==> src/ffpa_ram.sv <==
// generic single-write, single-read ram with registered read data
module ffpa_ram #(
  parameter int unsigned WIDTH = 8,
  parameter int unsigned DEPTH = 16
) (
  input  logic                     clk_i,
  input  logic                     we_i,
  input  logic [$clog2(DEPTH)-1:0] waddr_i,
  input  logic [WIDTH-1:0]         wdata_i,
  input  logic [$clog2(DEPTH)-1:0] raddr_i,
  output logic [WIDTH-1:0]         rdata_o
);

  logic [WIDTH-1:0] mem_q [DEPTH];
  logic [WIDTH-1:0] rdata_q;

  always_ff @(posedge clk_i) begin
    if (we_i) begin
      mem_q[waddr_i] <= wdata_i;
    end
    rdata_q <= mem_q[raddr_i];
  end

  assign rdata_o = rdata_q;

endmodule

==> config.mk <==
export PLATFORM = sky130hd
export DESIGN_NAME = ffpa_ram
export DESIGN_NICKNAME = d
export VERILOG_FILES = /design/src/ffpa_ram.sv
export SDC_FILE = /design/constraint.sdc
export NUM_CORES = 1
export LEC_CHECK = 0
export BUFFER_PORTS_ARGS = -buffer_cell sky130_fd_sc_hd__buf_2
export CAP_MARGIN = 5
export CORE_MARGIN = 2
export CORE_UTILIZATION = 54
export DETAILED_ROUTE_END_ITERATION = 10
export HOLD_SLACK_MARGIN = 0.1
export PLACE_DENSITY = 0.74
export SKIP_CTS_REPAIR_TIMING = 1
export SLEW_MARGIN = 5
export SYNTH_ARGS = -nofsm -noshare
export SYNTH_HDL_FRONTEND = slang
export SYNTH_SLANG_ARGS = --single-unit
==> constraint.sdc <==
create_clock -name clk_i -period 1.8 [get_ports clk_i]
set_clock_uncertainty 0.1 [all_clocks]
set_input_delay 0.18 -clock clk_i [delete_from_list [all_inputs] [get_ports clk_i]]
set_output_delay 0.18 -clock clk_i [all_outputs]
set_load 0.02 [all_outputs]
==> impl_metrics.ini <==
[outcome]
status = finished, final reports clean

[logic_synthesis]
ys_types = 19
muxShareOfSynthArea = 0.1502
synth_common_cells = edfxtp_1 (128), mux4_2 (18), a22oi_1 (16), mux4_1 (14), nor2_1 (13)
syn-num-nets = 247
yosys.area_share.simple = 0.03184
netlist_area_sq_mm = 0.005147
synthAdderAreaFrac = 0
synth_top_family_by_area = multiplexers
synth_top_area_cell = edfxtp_1
ys.flop_type = edfxtp_1
yosys_warnings = 0
synth-seq-cells = 136
synth_compound_area_frac = 0.02333
yosys.cell_count.top_type = edfxtp_1
synth_top_cells_by_area = edfxtp_1 (75%), mux4_2 (7.9%), mux4_1 (7.1%), dfxtp_1 (3.1%), a22oi_1 (2.3%)
syn_avg_cell_area_sq_um = 22.48
synth-xor-area-share = 0
ys_seq_area_frac = 0.7778
synth_edf_count = 128
ys_async_sr_fraction = 0
synth_top_area_frac = 0.7467
synthCells = 229

[power_and_ir_drop]
p_per_area_mw_per_mm2 = 1210
power.leakage_uw = 0.002189
peakVddDrop_mv = 0.6230

[critical_path]
r2r_setup_slack_ns = 0.32
required_ns = 2.09
reg2regPathDepth = 3
start_kind = flop
arrival_ns = 1.77
reg2reg_to = rdata_o[7]
crit_fanout = 1
worstSetupEndpoint = rdata_o[7]
r2r-start = mem_q[11][7]
startpoint = mem_q[11][7]
critPathCaptureType = flop
path_class = reg -> reg

[finish]
antenna_cells = 0
fillCellCount = 577
drive_gt1_frac = 0.3258
fin_area_sq_mm = 0.006304
layout.nets = 315
area_growth_pct = 22.46

[clock_tree]
clk_pin_slew_ns = 0.06
htreeDepth = 4
clk_latency_ns = 0.51
cts.sinks = 136
cts_tree = built
cts_buffers = 17
cts.path.max_buffers = 2
root_buffer = clkbuf_8

[routing]
wl_per_cell_um = 23.64
vias_per_cell = 5.793
drc = 0
first_pass_iters = 4
first_iter_violations = 267
vias = 2543
postRouteAntennaNets = 0
drt_wl_total_um = 10380

[placement]
dp_hpwl_um = 6455
place_congestion = 0.7973
portBuffers = 25
dp_worst_setup_slack_ns = 0.01285
postPlaceCellArea_sq_mm = 0.005580

[floorplanning]
initial_core_util = 0.5571
ios = 26
die_y_um = 101.6
rows = 35
core_area_sq_mm = 0.009240
dieArea_sq_mm = 0.01033
floorplan.die.width_um = 101.6

[global_route]
grt_remaining_overflow = 0
grt_start_max_net_pins = 22
grt_pass1_vias = 2543
grt_pass1_wl_um = 15360
grt.total_usage = 0.2201
antenna_found_initial = 0

[timing]
clock.fmax_ghz = 0.6747
min_period_ns = 1.482
rsz0062_at_grt = no
tns_ns = 0
drv_slew = 0
period_share = 0.8234
setup_violations = 0
worstMarginPinSlew_ns = 0.4145
slew_headroom = 0.7237
hold_viol_final = 0
worst_slack_ns = 0.3179

[hold_path]
hold_path_class = in -> reg

[flow_run]
max_cap_viol_count = 0
## stage by stage
step	hold WS [ns]	utilization	std cells	total power [uW]
after detailed placement	0.4681	0.6039	399	3999
after global placement	0.4586	0.6039	399	3984
after CTS	-0.07478	0.6735	431	7663
after floorplan	0.1789	-	229	3827
after global routing	0.1031	0.6822	439	7832
final	0.1093	0.6822	439	7629
## metal layers
metal	wire length [um]	vias up	part of all wire	global-route usage
li1	-	1109	-	-
met4	76	0	0.0073	0.06549
met1	4437	1313	0.43	0.3025
met5	0	-	0	0
met2	5274	114	0.51	0.3482
met3	592	7	0.057	0.06418
## placed cells by master (no fill, tap or decap)
cell           netlist  layout
edfxtp_1           128     128
buf_2                3      25
buf_4                1      23
mux4_2              18      18
a22oi_1             16      16
clkbuf_16            0      16
mux4_1              14      14
nor2_1              13      13
nand2_1              9       9
dlygate4sd3_1        0       8
dfxtp_1              8       8
bufinv_16            0       5
nor3_1               4       4
clkbuf_8             0       3
clkinv_2             0       3
buf_12               0       3
nand3b_1             2       2
nand2b_1             2       2
clkinvlp_4           0       2
clkinv_4             0       2
nor2b_1              1       1
and2_1               1       1
and2b_1              1       1
nand3_1              1       1
or3b_2               1       1
clkbuf_1             0       1
## worst max-delay path, stage by stage (launching register included)
cell,delay (ns)
edfxtp_1,0.36
mux4_2,0.46
a22oi_1,0.36
nand2_1,0.08
## how the worst min path moves through the flow
stage / slack [ns] / end / startpoint / cells after the start
floorplan: 0.18 / mem_q[0][0] / wdata_i[0] / 0
global placement: 0.46 / mem_q[5][5] / wdata_i[5] / 1
detailed placement: 0.47 / mem_q[5][5] / wdata_i[5] / 1
CTS: -0.07 / mem_q[1][5] / wdata_i[5] / 1
global route: 0.10 / mem_q[4][1] / waddr_i[1] / 3
finish: 0.11 / mem_q[4][1] / waddr_i[1] / 3
## final cells by class
cell class,instances,area [sq um],share of cell area
clock buffer,20,445.4,0.07066
clock inverter,12,197.7,0.03136
multi-input combinational,83,1057,0.1677
sequential,136,4004,0.6352
tap,129,161.4,0.02561
timing repair buffer,59,437.9,0.06947
## cells by family after synthesis
family,Yosys count
AO/OA/AOI/OAI,16
multiplexers,32
AND/OR/NAND/NOR,35
buffers and inverters,10
flip-flops,136
## power by group
group	leakage [uW]	internal, uW	switching [uW]
Combinational	0.000654	164	218
Clock	0.000311	2460	1220
Sequential	0.00122	3540	24.6
## state kept, by name, summed over array words and instances, names as in the netlist
register and count:
rdata_o 8, mem_q 128
Note: power is estimated with default switching activity, not from simulation.
